### src/design/fasf_pkg.sv
// Shared types and constants for the approximate square root unit.
package fasf_pkg;

  localparam logic [31:0] MAGIC_WORD     = 32'h5f3759df;
  localparam logic [31:0] ONE_WORD       = 32'h3f800000;
  localparam logic [31:0] NEG_ZERO_WORD  = 32'h80000000;
  localparam logic [31:0] POS_INF_WORD   = 32'h7f800000;
  localparam logic [31:0] QUIET_BIT      = 32'h00400000;
  localparam logic [30:0] ONE_MAG        = 31'h3f800000;
  localparam logic [9:0]  EXP_BIAS       = 10'd127;
  localparam logic [23:0] MANT_ONE       = 24'h800000;

  // Divider layout: one quotient bit per step.
  localparam int DIV_STEPS       = 26;
  localparam int STEPS_PER_STAGE = 2;
  localparam int DIV_STAGES      = DIV_STEPS / STEPS_PER_STAGE;

  // Positive normal number: biased exponent and significand with hidden bit.
  typedef struct packed {
    logic [7:0]  e;
    logic [23:0] m;
  } fnum_t;

  // Data that rides along with each item through the datapath.
  typedef struct packed {
    logic        spec;
    logic [31:0] spec_word;
    fnum_t       est;
  } side_t;

endpackage

### src/design/fasf_mul.sv
// Two-stage single-precision multiplier for positive normal operands.
module fasf_mul
  import fasf_pkg::*;
(
  input  logic  clk,
  input  logic  en,
  input  fnum_t a,
  input  fnum_t b,
  output fnum_t p
);

  logic [47:0] prod;
  logic [9:0]  esum;

  logic [23:0] m0;
  logic        g;
  logic        s;
  logic [9:0]  e0;
  logic [24:0] mr;
  fnum_t       p_next;

  always_ff @(posedge clk) begin
    if (en) begin
      prod <= 48'(a.m) * 48'(b.m);
      esum <= {2'b00, a.e} + {2'b00, b.e} - EXP_BIAS;
    end
  end

  // Normalize by one place at most, then round to nearest even.
  always_comb begin
    if (prod[47]) begin
      m0 = prod[47:24];
      g  = prod[23];
      s  = |prod[22:0];
      e0 = esum + 10'd1;
    end else begin
      m0 = prod[46:23];
      g  = prod[22];
      s  = |prod[21:0];
      e0 = esum;
    end
    mr = {1'b0, m0} + 25'(g & (s | m0[0]));
    if (mr[24]) begin
      p_next.m = MANT_ONE;
      p_next.e = 8'(e0 + 10'd1);
    end else begin
      p_next.m = mr[23:0];
      p_next.e = e0[7:0];
    end
  end

  always_ff @(posedge clk) begin
    if (en) begin
      p <= p_next;
    end
  end

endmodule

### config.mk
export PLATFORM = sky130hd
export DESIGN_NAME = fasf_mul
export DESIGN_NICKNAME = d
export VERILOG_FILES = /design/src/design/fasf_pkg.sv /design/src/design/fasf_mul.sv
export SDC_FILE = /design/constraint.sdc
export NUM_CORES = 2
export LEC_CHECK = 0
export CAP_MARGIN = 30
export CORE_UTILIZATION = 30
export CTS_BUF_LIST = sky130_fd_sc_hd__clkbuf_4
export CTS_CLUSTER_SIZE = 8
export DETAILED_ROUTE_END_ITERATION = 8
export DONT_BUFFER_PORTS = 1
export SYNTH_ARGS = -nofsm -noshare
export SYNTH_HDL_FRONTEND = slang
export SYNTH_SLANG_ARGS = --single-unit
### constraint.sdc
create_clock -name clk -period 14.4 [get_ports clk]
set_input_delay 0.72 -clock clk [delete_from_list [all_inputs] [get_ports clk]]
set_output_delay 0.72 -clock clk [all_outputs]
set_load 0.02 [all_outputs]
# Word-level counts from Yosys, hierarchy flattened
# Index checks and enable logic that the tools add are counted.
totals:
  ff_bits: 88
  latchBits: 0
  mem_bits_rw: 0
  rom_bits: 0
  inputBits: 66
  output_inout_bits: 32
  elab_cells: 19
  mem_count: 0
op_classes:
  add_sub_neg: 5
  n_mul: 1
  div: 0
  n_lt_le_gt_ge: 0
  n_eq_ne: 0
  shift: 0
  mux: 5
  n_bitwise: 2
  n_reduce_logical: 2
ops:
  columns: ["op", "count"]
  rows:
  - ["$mul 24x24->48", 1]
  - ["$mux 32", 1]
  - ["$add 24x1->25", 1]
  - ["$mux 24", 1]
  - ["$reduce_or 23->1", 1]
  - ["$reduce_or 22->1", 1]
  - ["$add 8x1->8 const B", 2]
  - ["$add 8x8->8", 1]
  - ["$mux 8", 1]
  - ["$sub 8x7->8 const B", 1]
  - ["$mux 1", 2]
  - ["$and 1x1->1", 1]
  - ["$or 1x1->1", 1]

# Longest topological paths before layout
depth:
  depth_word: 6
  depth_mapped: 25
  mapped_depth_nobuf: 24

# Worst setup path before layout
# Ideal clock, no wire load.
synth_path:
  path_kind: "input port to flip-flop"
  start: "input port b[1] in the netlist's numbering"
  end: "register prod[32], data pin"
  arrival_ns: 6.742
  slack_ns: 7.395
  path_stages: 24
  path_buffers: 1
  cell_sequence: "clkbuf_1 and2_1 fa_1 inv_1 fa_1 inv_1 fa_1 ha_1 inv_1 fa_1 inv_1 fa_1 inv_1 fa_1 inv_1 ha_1 and4_1 a221o_1 a2111o_1 nor4bb_1 nor3_1 o21ai_0 a311oi_1 xnor2_1"
synth_between:
  elab_chain_len: 1
synth_lines:
  columns: ["item", "line", "source"]
  rows:
  - ["start: declaration", "fasf_mul.sv:8", "input fnum_t b,"]
  - ["$mul 24x24->48", "fasf_mul.sv:24", "prod <= 48'(a.m) * 48'(b.m);"]
  - ["end signal: assignment", "fasf_mul.sv:24", null]
  - ["end: declaration", "fasf_mul.sv:12", "logic [47:0] prod;"]
# No other way between the ends.
# A chain may end at the register's enable or synchronous reset.

# Worst setup path in the final report
layout_path:
  start: "input port b[0] in the netlist's numbering"
  end: "register prod[32], data pin"
# The elaborated chain is that of the path after synthesis.

==> flow_summary.json <==
{
  "finalSetupViolCount": 0,
  "clock_network_latency_to_the_later_pin_of_the_worst_skew_pair_ns": 0.50,
  "synth_edf_count": 88,
  "grt_pass1_vias": 17000,
  "slew-limit-headroom_pct": 48.9,
  "postCtsSetupBuffers": 0,
  "worst_ep_required_time_ns": 14.66,
  "worst_hold_margin_ns": 0.316,
  "initial_standard_cell_utilization_of_the_core_pct": 30.5,
  "post-route-period-util_pct": 48.0,
  "wire_length_per_cell_after_detailed_routing_um": 16.7,
  "syn-instance-count": 2507,
  "cts_buffers": 9,
  "die-area_um2": 78500,
  "routabilityCongestion": 0.858,
  "async_reset_ff_share_pct": 0,
  "tritoncts": "yes",
  "status": "completed",
  "synth_top_cell_by_area": "fa_1",
  "postCtsResizedCells": 0,
  "dr.first_iter.drc_count": 795,
  "synth.cells.most_frequent": "inv_1, fa_1, nand2_1, and2_1, ha_1",
  "die_w_um": 280,
  "cpMaxStageDelayCell": "fa_1",
  "flow.area_growth_from_synthesis_pct": 4.25,
  "synth_top_cells_by_area": "fa_1, edfxtp_1, ha_1",
  "ff_to_ff_start": "prod[47]$_DFFE_PP_",
  "postSynthNetCount": 3246,
  "mappedNetlistArea_um2": 23200,
  "worst_hold_path_type": "in2reg",
  "via_count": 15900,
  "crit_start": "b[0]",
  "area_of_the_core_um2": 76200,
  "stdcell_count": 3438,
  "io-pin-count": 98,
  "grt_usage_pct": 15.2,
  "placedCellCount": 3420,
  "finalWirelength_mm": 57.5,
  "setup_tns_final_ns": 0,
  "setup_repair_after_global_routing_missed_its_margin": "false",
  "worstPathArrival_ns": 7.17,
  "ys_warn_count": 0,
  "timing.final.hold_violations": 0,
  "synth_ff_type": "edfxtp_1",
  "placement.io_buffers": 0,
  "remaining_drc_errors": 0,
  "floorplan.die.height_um": 280,
  "share_of_yosys_cell_area_claimed_by_the_top_area_cell_type_pct": 41.7,
  "grt_first_pass_wirelength_mm": 93.3,
  "timing.critical_path.from_type": "input pin",
  "max_cap_viol_count": 0,
  "hpwlAfterDp_mm": 46.3,
  "clock_tree.root_cell": "clkbuf_4",
  "worst_tran_pin_value_ns": 0.756,
  "setup_crit_end_kind": "flip-flop",
  "avgSynthCellArea_um2": 9.26,
  "timing.critical_path.cells": "and2_1 -> fa_1 -> inv_1 -> fa_1 -> inv_1 -> fa_1 -> ha_1 -> inv_1 -> fa_1 -> inv_1 -> fa_1 -> inv_1 -> fa_1 -> inv_1 -> ha_1 -> and4_1 -> a221o_1 -> a2111o_1 -> nor4bb_1 -> nor3_1 -> o21ai_0 -> a311oi_1 -> xnor2_1",
  "grt_max_degree": 89,
  "htree_num_levels": 3,
  "timing.critical_path.fanout_max": 24,
  "cts_hold_buf": 0,
  "cts.reportedPaths.clkPinSlew_ns": 0.18,
  "ws_path_type": "in2reg",
  "achievable-frequency_ghz": 0.145,
  "cell_with_the_most_instances_after_synthesis": "inv_1",
  "design.final.nets": 3140,
  "routed_via_density": 4.62,
  "ys_types": 58,
  "fin_clk_skew_ns": 0.0308,
  "gr-total-overflow": 0,
  "cts-root-to-sink-buffers": 2,
  "post_route_cells_drive_above_1_share_pct": 1.33,
  "finalCriticalPeriod_ns": 6.91,
  "grt_antenna_before_repair": 2,
  "ys_seq_elements": 88,
  "final_max_slew_viols": 0,
  "hold_path_origin": "en",
  "synth_sequential_area_ratio_pct": 11.4,
  "detail-route-antenna-nets": 0,
  "number_of_placement_rows": 101,
  "critical-path-max-stage-delay_ns": 0.53,
  "final_core_utilization_pct": 31.8,
  "cts.sink_count": 88,
  "drt_pre_antenna_iters": 5
}
[worst max-delay path: cells and delay by family]
kind / cells / cell delay [ns]
and+or+nand+nor: 4 / 1.04
buffers and inverters: 6 / 0.29
adders and majority gates: 8 / 3.55
xor gates and xnor gates: 1 / 0.14
AOI/OAI and AO/OA: 4 / 1.43
[area by class of cell]
cell class              instances  area, µm²
inverters                     554       2080
diodes                          2       5.00
repair buffers                  1       7.51
clock buffers                   9       67.6
flip-flops and latches         88       2640
well taps                    1030       1290
fillers                      7896      52000
multi-input cells            1747      18000
clock inverters                 7       70.1
[sequential cells by signal, indices dropped and copies added (netlist names)]
register and count:
prod 48, p 32, esum 8
[worst paths after layout]
path | end | cells after the start | slack, ns
worst max-delay path | prod[32]$_DFFE_PP_ | 23 | 7.49
worst min-delay path | esum[7]$_DFFE_PP_ | 0 | 0.32
worst max register to register | p[31]$_DFFE_PP_ | 12 | 10.26
worst min register to register | p[31]$_DFFE_PP_ | 1 | 0.58
[stage by stage]
step	cell area, µm²	setup WS [ns]
2_1_floorplan	23200	7.40
5_1_grt	24200	7.10
3_3_place_gp	24100	6.88
6_report	24200	7.49
4_1_cts	24200	7.49
3_5_place_dp	24100	6.90
[per-layer routing]
metal	vias up	track usage (%)	part of all wire, %
met1	8245	18.8	41
met3	70	1.57	3.7
li1	7298	-	-
met2	273	27.9	53
met5	-	0	0
met4	0	3.61	1.9
[cells in the final DEF (no fill, tap or decap), types with 3 or more instances in the layout]
cell	synthesis	layout
inv_1	554	554
fa_1	483	483
nand2_1	360	360
and2_1	291	291
ha_1	190	190
edfxtp_1	88	88
a21oi_1	63	63
nor2_1	59	59
xnor2_1	49	49
xor2_1	43	43
o21ai_0	35	35
nand4_1	16	16
nand3_1	16	16
nor3_1	13	13
mux2i_1	12	12
a21o_1	11	11
mux2_2	9	9
clkbuf_4	0	9
a211oi_1	8	8
o21bai_1	8	8
nor2b_1	7	7
nor4_1	7	7
and3_1	6	6
a311oi_1	6	6
a31oi_1	5	5
or3_1	5	5
o211ai_1	4	4
o21a_1	4	4
nand2b_1	4	4
o31ai_1	3	3
a221oi_1	3	3
inv_6	0	3
[cell families after synthesis]
group | Yosys count | synth area share [%]
flip-flops | 88 | 11.4
multiplexers | 21 | 0.954
AND/OR/NAND/NOR | 796 | 17.0
AO/OA/AOI/OAI | 165 | 4.40
adder cells (fa/ha/maj) | 673 | 51.9
XOR/XNOR | 92 | 3.47
buffers and inverters | 672 | 10.9
Power is not shown: default switching activity piles up to over one toggle a cycle in this logic, so the estimate is an artifact.
