===== src/design/fasf_pkg.sv =====
// Shared types and constants for the approximate square root unit.
package fasf_pkg;

  localparam logic [31:0] MAGIC_WORD     = 32'h5f3759df;
  localparam logic [31:0] ONE_WORD       = 32'h3f800000;
  localparam logic [31:0] NEG_ZERO_WORD  = 32'h80000000;
  localparam logic [31:0] POS_INF_WORD   = 32'h7f800000;
  localparam logic [31:0] QUIET_BIT      = 32'h00400000;
  localparam logic [30:0] ONE_MAG        = 31'h3f800000;
  localparam logic [9:0]  EXP_BIAS       = 10'd127;
  localparam logic [23:0] MANT_ONE       = 24'h800000;

  // Divider layout: one quotient bit per step.
  localparam int DIV_STEPS       = 26;
  localparam int STEPS_PER_STAGE = 2;
  localparam int DIV_STAGES      = DIV_STEPS / STEPS_PER_STAGE;

  // Positive normal number: biased exponent and significand with hidden bit.
  typedef struct packed {
    logic [7:0]  e;
    logic [23:0] m;
  } fnum_t;

  // Data that rides along with each item through the datapath.
  typedef struct packed {
    logic        spec;
    logic [31:0] spec_word;
    fnum_t       est;
  } side_t;

endpackage


===== src/design/fasf_recip.sv =====
// Pipelined restoring reciprocal with round to nearest even.
module fasf_recip
  import fasf_pkg::*;
(
  input  logic  clk,
  input  logic  en,
  input  fnum_t y,
  output fnum_t r
);

  logic [24:0] rem [0:DIV_STAGES];
  logic [25:0] quo [0:DIV_STAGES];
  logic [23:0] dvs [0:DIV_STAGES];
  logic [7:0]  ye  [0:DIV_STAGES];

  // The dividend is one, scaled to the divisor's grid.
  always_ff @(posedge clk) begin
    if (en) begin
      rem[0] <= {1'b0, MANT_ONE};
      quo[0] <= '0;
      dvs[0] <= y.m;
      ye[0]  <= y.e;
    end
  end

  for (genvar k = 0; k < DIV_STAGES; k++) begin : g_stage
    logic [24:0] r_c;
    logic [25:0] q_c;

    always_comb begin
      r_c = rem[k];
      q_c = quo[k];
      for (int i = 0; i < STEPS_PER_STAGE; i++) begin
        if (r_c >= {1'b0, dvs[k]}) begin
          q_c = {q_c[24:0], 1'b1};
          r_c = r_c - {1'b0, dvs[k]};
        end else begin
          q_c = {q_c[24:0], 1'b0};
        end
        r_c = {r_c[23:0], 1'b0};
      end
    end

    always_ff @(posedge clk) begin
      if (en) begin
        rem[k+1] <= r_c;
        quo[k+1] <= q_c;
        dvs[k+1] <= dvs[k];
        ye[k+1]  <= ye[k];
      end
    end
  end

  logic [25:0] qf;
  logic [8:0]  ef;
  logic [24:0] mr;
  fnum_t       r_next;

  // A quotient of exactly one means the divisor was a power of two.
  always_comb begin
    qf = quo[DIV_STAGES];
    ef = 9'd253 - {1'b0, ye[DIV_STAGES]};
    mr = {1'b0, qf[24:1]} + 25'(qf[0] & ((|rem[DIV_STAGES]) | qf[1]));
    if (qf[25]) begin
      r_next.m = MANT_ONE;
      r_next.e = 8'(9'd254 - {1'b0, ye[DIV_STAGES]});
    end else if (mr[24]) begin
      r_next.m = MANT_ONE;
      r_next.e = 8'(ef + 9'd1);
    end else begin
      r_next.m = mr[23:0];
      r_next.e = ef[7:0];
    end
  end

  always_ff @(posedge clk) begin
    if (en) begin
      r <= r_next;
    end
  end

endmodule


===== config.mk =====
export PLATFORM = sky130hd
export DESIGN_NAME = fasf_recip
export DESIGN_NICKNAME = d
export VERILOG_FILES = /design/src/design/fasf_pkg.sv /design/src/design/fasf_recip.sv
export SDC_FILE = /design/constraint.sdc
export NUM_CORES = 2
export LEC_CHECK = 0
export ABC_AREA = 1
export BUFFER_PORTS_ARGS = -buffer_cell sky130_fd_sc_hd__buf_2
export CORE_MARGIN = 2
export CORE_UTILIZATION = 55
export CTS_CLUSTER_SIZE = 16
export DETAILED_ROUTE_END_ITERATION = 16
export PLACE_DENSITY = 0.8
export SYNTH_ARGS = -nofsm -noshare
export SYNTH_HDL_FRONTEND = slang
export SYNTH_SLANG_ARGS = --single-unit

===== constraint.sdc =====
create_clock -name clk -period 4.4 [get_ports clk]
set_clock_uncertainty 0.15 [all_clocks]
set_input_delay 0.44 -clock clk [delete_from_list [all_inputs] [get_ports clk]]
set_output_delay 0.44 -clock clk [all_outputs]
set_load 0.05 [all_outputs]

# == Word-level counts from Yosys, hierarchy flattened ==
# Memories as Yosys holds them, arrays and structs flattened.
# Index checks and enable logic that the tools add are counted.
# W data, S select, Z words.
# totals
ff_bits,32
latchBits,0
ramBits,1148
mem_bits_ro,0
inputBits,34
output_inout_bits,32
word_cells,122
n_memories,4
# memory_table
memory,depth,width,rd,rd_clocked_by_memory_dff,wr,line_no,text
quo,14,26,14,0,14,fasf_recip.sv:12,logic [25:0] quo [0:DIV_STAGES];
dvs,14,24,13,0,14,fasf_recip.sv:13,logic [23:0] dvs [0:DIV_STAGES];
rem,14,24,14,0,14,fasf_recip.sv:11,logic [24:0] rem [0:DIV_STAGES];
ye,14,8,14,0,14,fasf_recip.sv:14,logic [7:0] ye [0:DIV_STAGES];
# classes
addsub,30
n_mul,0
div,0
n_lt_le_gt_ge,26
n_eq_ne,0
shifts,0
mux,56
bitwise_logic,2
n_reduce_logical,2
# op_table
cell,n
$ge A25 B24 Y1,26
$mux W24,26
$sub A24 B24 Y24,26
$mux W32,2
$mux W1,28
$add A24 B1 Y25,1
$reduce_or A25 Y1,1
$sub A8 B8 Y8 const A,2
$add A8 B1 Y8 const B,1
$reduce_or A2 Y1,1
$and A1 B1 Y1,1
$or A1 B1 Y1,1

# == Depth between registers and ports, before layout ==
# An unclocked memory read counts as a cell.
# logic_depth
ltp_word,7
depth_mapped,31
depth_no_buf,29

# == Worst setup path after synthesis ==
# No wires, ideal clock.
# synth_path
path_type,register to register
startpoint,mem dvs[9][1]
endpoint,mem rem[1][58] (netlist bit) (data pin)
setup_time_ns,0.252
t_arrival_ns,3.387
required_time_ns,3.998
path_slack_ns,0.610
path_stages_with_launch,24
path_buffers,3
synth_period_minus_slack_ns,3.790
cell_sequence,edfxtp_1 > inv_1 > ha_1 > ha_1 > nor3b_1 > nand4_2 > nand3_4 > inv_2 > buf_6 > buf_8 > nand2_2 > nand2_2 > ha_1 > a21oi_1 > o21ai_0 > nand2_1 > nand2_1 > nand2_1 > nand3_1 > nand2_1 > nand3_2 > buf_2 > nand2_1 > nand2_1
# synth_lines
item,line_no
start: declaration,fasf_recip.sv:13
end: declaration,fasf_recip.sv:11

==> results.py <==
metrics = {
    "run_status": {
        "status": "completed",
    },
    "finish": {
        "drive_gt1_share_pct": 19.38,
        "final_util_pct": 68.85,
        "layout_common_cells": "3877 x nand2_1, 1585 x inv_1, 1256 x buf_4",
        "mostFrequentLayoutCell": "nand2_1",
        "finalNetCount": 12940,
        "fill_cells": 11910,
        "area_delta_synth_final_pct": 24.42,
    },
    "route": {
        "vias": 79410,
        "drt-met1-wl_mm": 111.1,
        "met2_wirelength_mm": 127.6,
        "drc_errors": 0,
        "routed_via_density": 5.557,
        "first_pass_iters": 8,
        "wl_met3_mm": 20.65,
        "drtIter0Drc": 8185,
        "drtAntennaViolNets": 0,
        "top_layer_used": "met4",
        "wl_per_cell_um": 19.52,
        "drt-total-wl_mm": 279.0,
    },
    "floorplanning": {
        "start_util_pct": 55.34,
        "fp.dieH_um": 381.0,
        "fp.coreArea_um2": 141200,
        "dieWidth_um": 381.0,
        "die-area_um2": 145100,
        "io-pin-count": 66,
        "num_rows": 138,
    },
    "synthesis": {
        "ys_seq_area_share_pct": 36.50,
        "ys_warn_count": 0,
        "synth_area_per_cell_um2": 7.167,
        "synth_area_leaders": "edfxtp_1 36%, nand2_1 19%, ha_1 9.5%",
        "yosys.area.top_type_share_pct": 36.50,
        "synth_top_flop_cell": "edfxtp_1",
        "synth_cell_types": 61,
        "ys_seq_elements": 950,
        "syn_area_um2": 78160,
        "synthCells": 10910,
        "async_flop_share_pct": 0,
        "syn-num-nets": 11550,
        "yosys.area.top_type": "edfxtp_1",
        "synth_edf_count": 950,
    },
    "setup_path": {
        "cp_max_fo": 12,
        "crit_path_frequent_cell": "nand2_1",
        "cp_num_buf_inv": 5,
        "crit_type": "reg2reg",
        "cp_top_family": "simple AND/OR/NAND/NOR gates",
        "cp-end-kind": "flop",
        "cpMaxStageDelayCell": "edfxtp_1",
        "cpPeakStageDelay_ns": 0.50,
        "crit_chain": "inv_1 > ha_4 > nand2_1 > inv_1 > nand2_1 > nand2_1 > nand2_1 > nand3_2 > nand2_2 > nand3_4 > buf_4 > nand3_1 > nand2_1 > ha_1 > nand2_1 > nor2_1 > inv_1 > nor3_1 > a31oi_1 > nand2_1 > nor2_4 > buf_4 > nand3_1 > nand2_1",
        "critPathLaunchType": "flop",
        "required_ns": 4.72,
        "crit_arrival_ns": 4.66,
        "r2r_setup_slack_ns": 0.06,
    },
    "sta": {
        "final_max_slew_viol_count": 0,
        "setup_viol": 0,
        "period_share_pct": 98.59,
        "fmaxAchievable_mhz": 230.5,
        "fin_crit_ns": 4.338,
        "worst_pin_slew_ns": 1.095,
        "rsz0062_at_grt": "yes",
        "slew_headroom_pct": 26.76,
        "final-hold-violation-count": 0,
    },
    "placement": {
        "dp_hpwl_mm": 221.8,
        "gp_congestion": 1.038,
        "portBuffers": 65,
    },
    "global_routing": {
        "grt_overflow": 0,
        "grt_pass1_vias": 74590,
        "grt.total_usage_pct": 36.60,
        "antenna_found_initial": 2,
        "grt_max_degree": 127,
        "grt_pass1_wl_mm": 415.7,
    },
    "clocking": {
        "clockBufferDepth": 3,
        "clk_pin_slew_ns": 0.06,
        "cts_buffers": 107,
        "cts_max_level": 3,
        "clock-sinks": 950,
        "clock-root-buffer": "clkbuf_16",
        "clk_latency_ns": 0.76,
        "cts_tree": "done",
    },
    "worst_hold_path": {
        "hold_class": "in2reg",
    },
    "flow_run": {
        "drv_cap": 0,
    },
}
[area by class of cell]
class / instances / area (um2) / area share, %
Tap cell: 1890 / 2365 / 2.432
Clock inverter: 84 / 888.4 / 0.9135
Sequential cell: 950 / 28530 / 29.33
Antenna cell: 2 / 5.005 / 0.005146
Inverter: 1712 / 6469 / 6.652
Timing Repair Buffer: 1414 / 11270 / 11.59
Multi-Input combinational cell: 8120 / 44970 / 46.24
Clock buffer: 118 / 2761 / 2.839
[through the flow]
stage	cell area [um2]	hold WS, ns	worst slack, ns	setup TNS [ns]	cells
after CTS	93610	0.01030	0.0007434	0	14170
after global routing	97250	0.006659	-0.1174	-4.801	14290
after floorplan	78160	0.2503	0.6102	0	10910
final	97250	0.005324	0.06222	0	14290
after global placement	89460	0.2503	-0.1741	-5.507	13910
after detailed placement	89460	0.2545	-0.1732	-6.627	13910
[cells in the mapped netlist (6+ instances only)]
| cell type | instances |
|---|---|
| and2_1 | 14 |
| buf_6 | 25 |
| o21bai_1 | 32 |
| nand2_2 | 54 |
| nand3_1 | 898 |
| xor2_1 | 209 |
| nand4_1 | 216 |
| edfxtp_1 | 950 |
| a21oi_4 | 8 |
| fa_1 | 12 |
| a21o_1 | 40 |
| nor3_1 | 69 |
| nor3b_1 | 6 |
| or2_1 | 9 |
| o21ai_0 | 248 |
| nand3b_1 | 48 |
| o21ai_1 | 18 |
| a21oi_1 | 529 |
| nand3_4 | 11 |
| nand2_1 | 3934 |
| nand3_2 | 42 |
| o211ai_1 | 13 |
| inv_1 | 1652 |
| buf_4 | 38 |
| a31oi_1 | 11 |
| nor2_1 | 735 |
| xnor2_1 | 96 |
| nor2_2 | 43 |
| ha_1 | 593 |
| buf_2 | 54 |
| a22oi_1 | 11 |
| inv_2 | 53 |
| nor2_4 | 15 |
| nor3_2 | 9 |
| or2_2 | 125 |
| nor4_1 | 35 |
[final timing paths]
kind / start / to / depth (start not counted)
worst max-delay path: dvs[3][4]$_DFFE_PP_ / rem[0][108]$_DFFE_PP_ / 24
worst max register to register: dvs[3][4]$_DFFE_PP_ / rem[0][108]$_DFFE_PP_ / 24
worst min-delay path: en / rem[0][113]$_DFFE_PP_ / 1
worst min register to register: ye[0][4]$_DFFE_PP_ / ye[0][12]$_DFFE_PP_ / 0
[state kept, by name (all words and copies together), names as in the netlist]
| signal | count |
|---|---|
| dvs | 312 |
| ye | 112 |
| rem | 312 |
| r | 32 |
| quo | 182 |
[kinds of logic (layout without fill, tap and decap cells)]
family	after synthesis	after routing	share of synthesized area, %
xor+xnor	305	305	3.418
simple gates	6277	6284	34.41
flops	950	950	36.50
compound gates	926	926	6.451
buf+inv	1843	3328	9.421
other cells	0	2	0
fa+ha+maj	605	605	9.800
[what timing repair did]
item,CTS,global route
endpoints found under the setup margin,123,311
hold buffers,32,0
pin swaps,3,48
resized for setup,10,558
cloned,1,8
setup buffers,18,115
endpoints found under the hold margin,32,0
[routing by layer]
layer,vias up,global-route usage [%]
met5,-,0
met1,36520,46.43
met2,3753,59.41
met4,0,22.65
met3,898,4.702
li1,38240,-
Power is not shown: default switching activity piles up to over one toggle a cycle in this logic, so the estimate is an artifact.
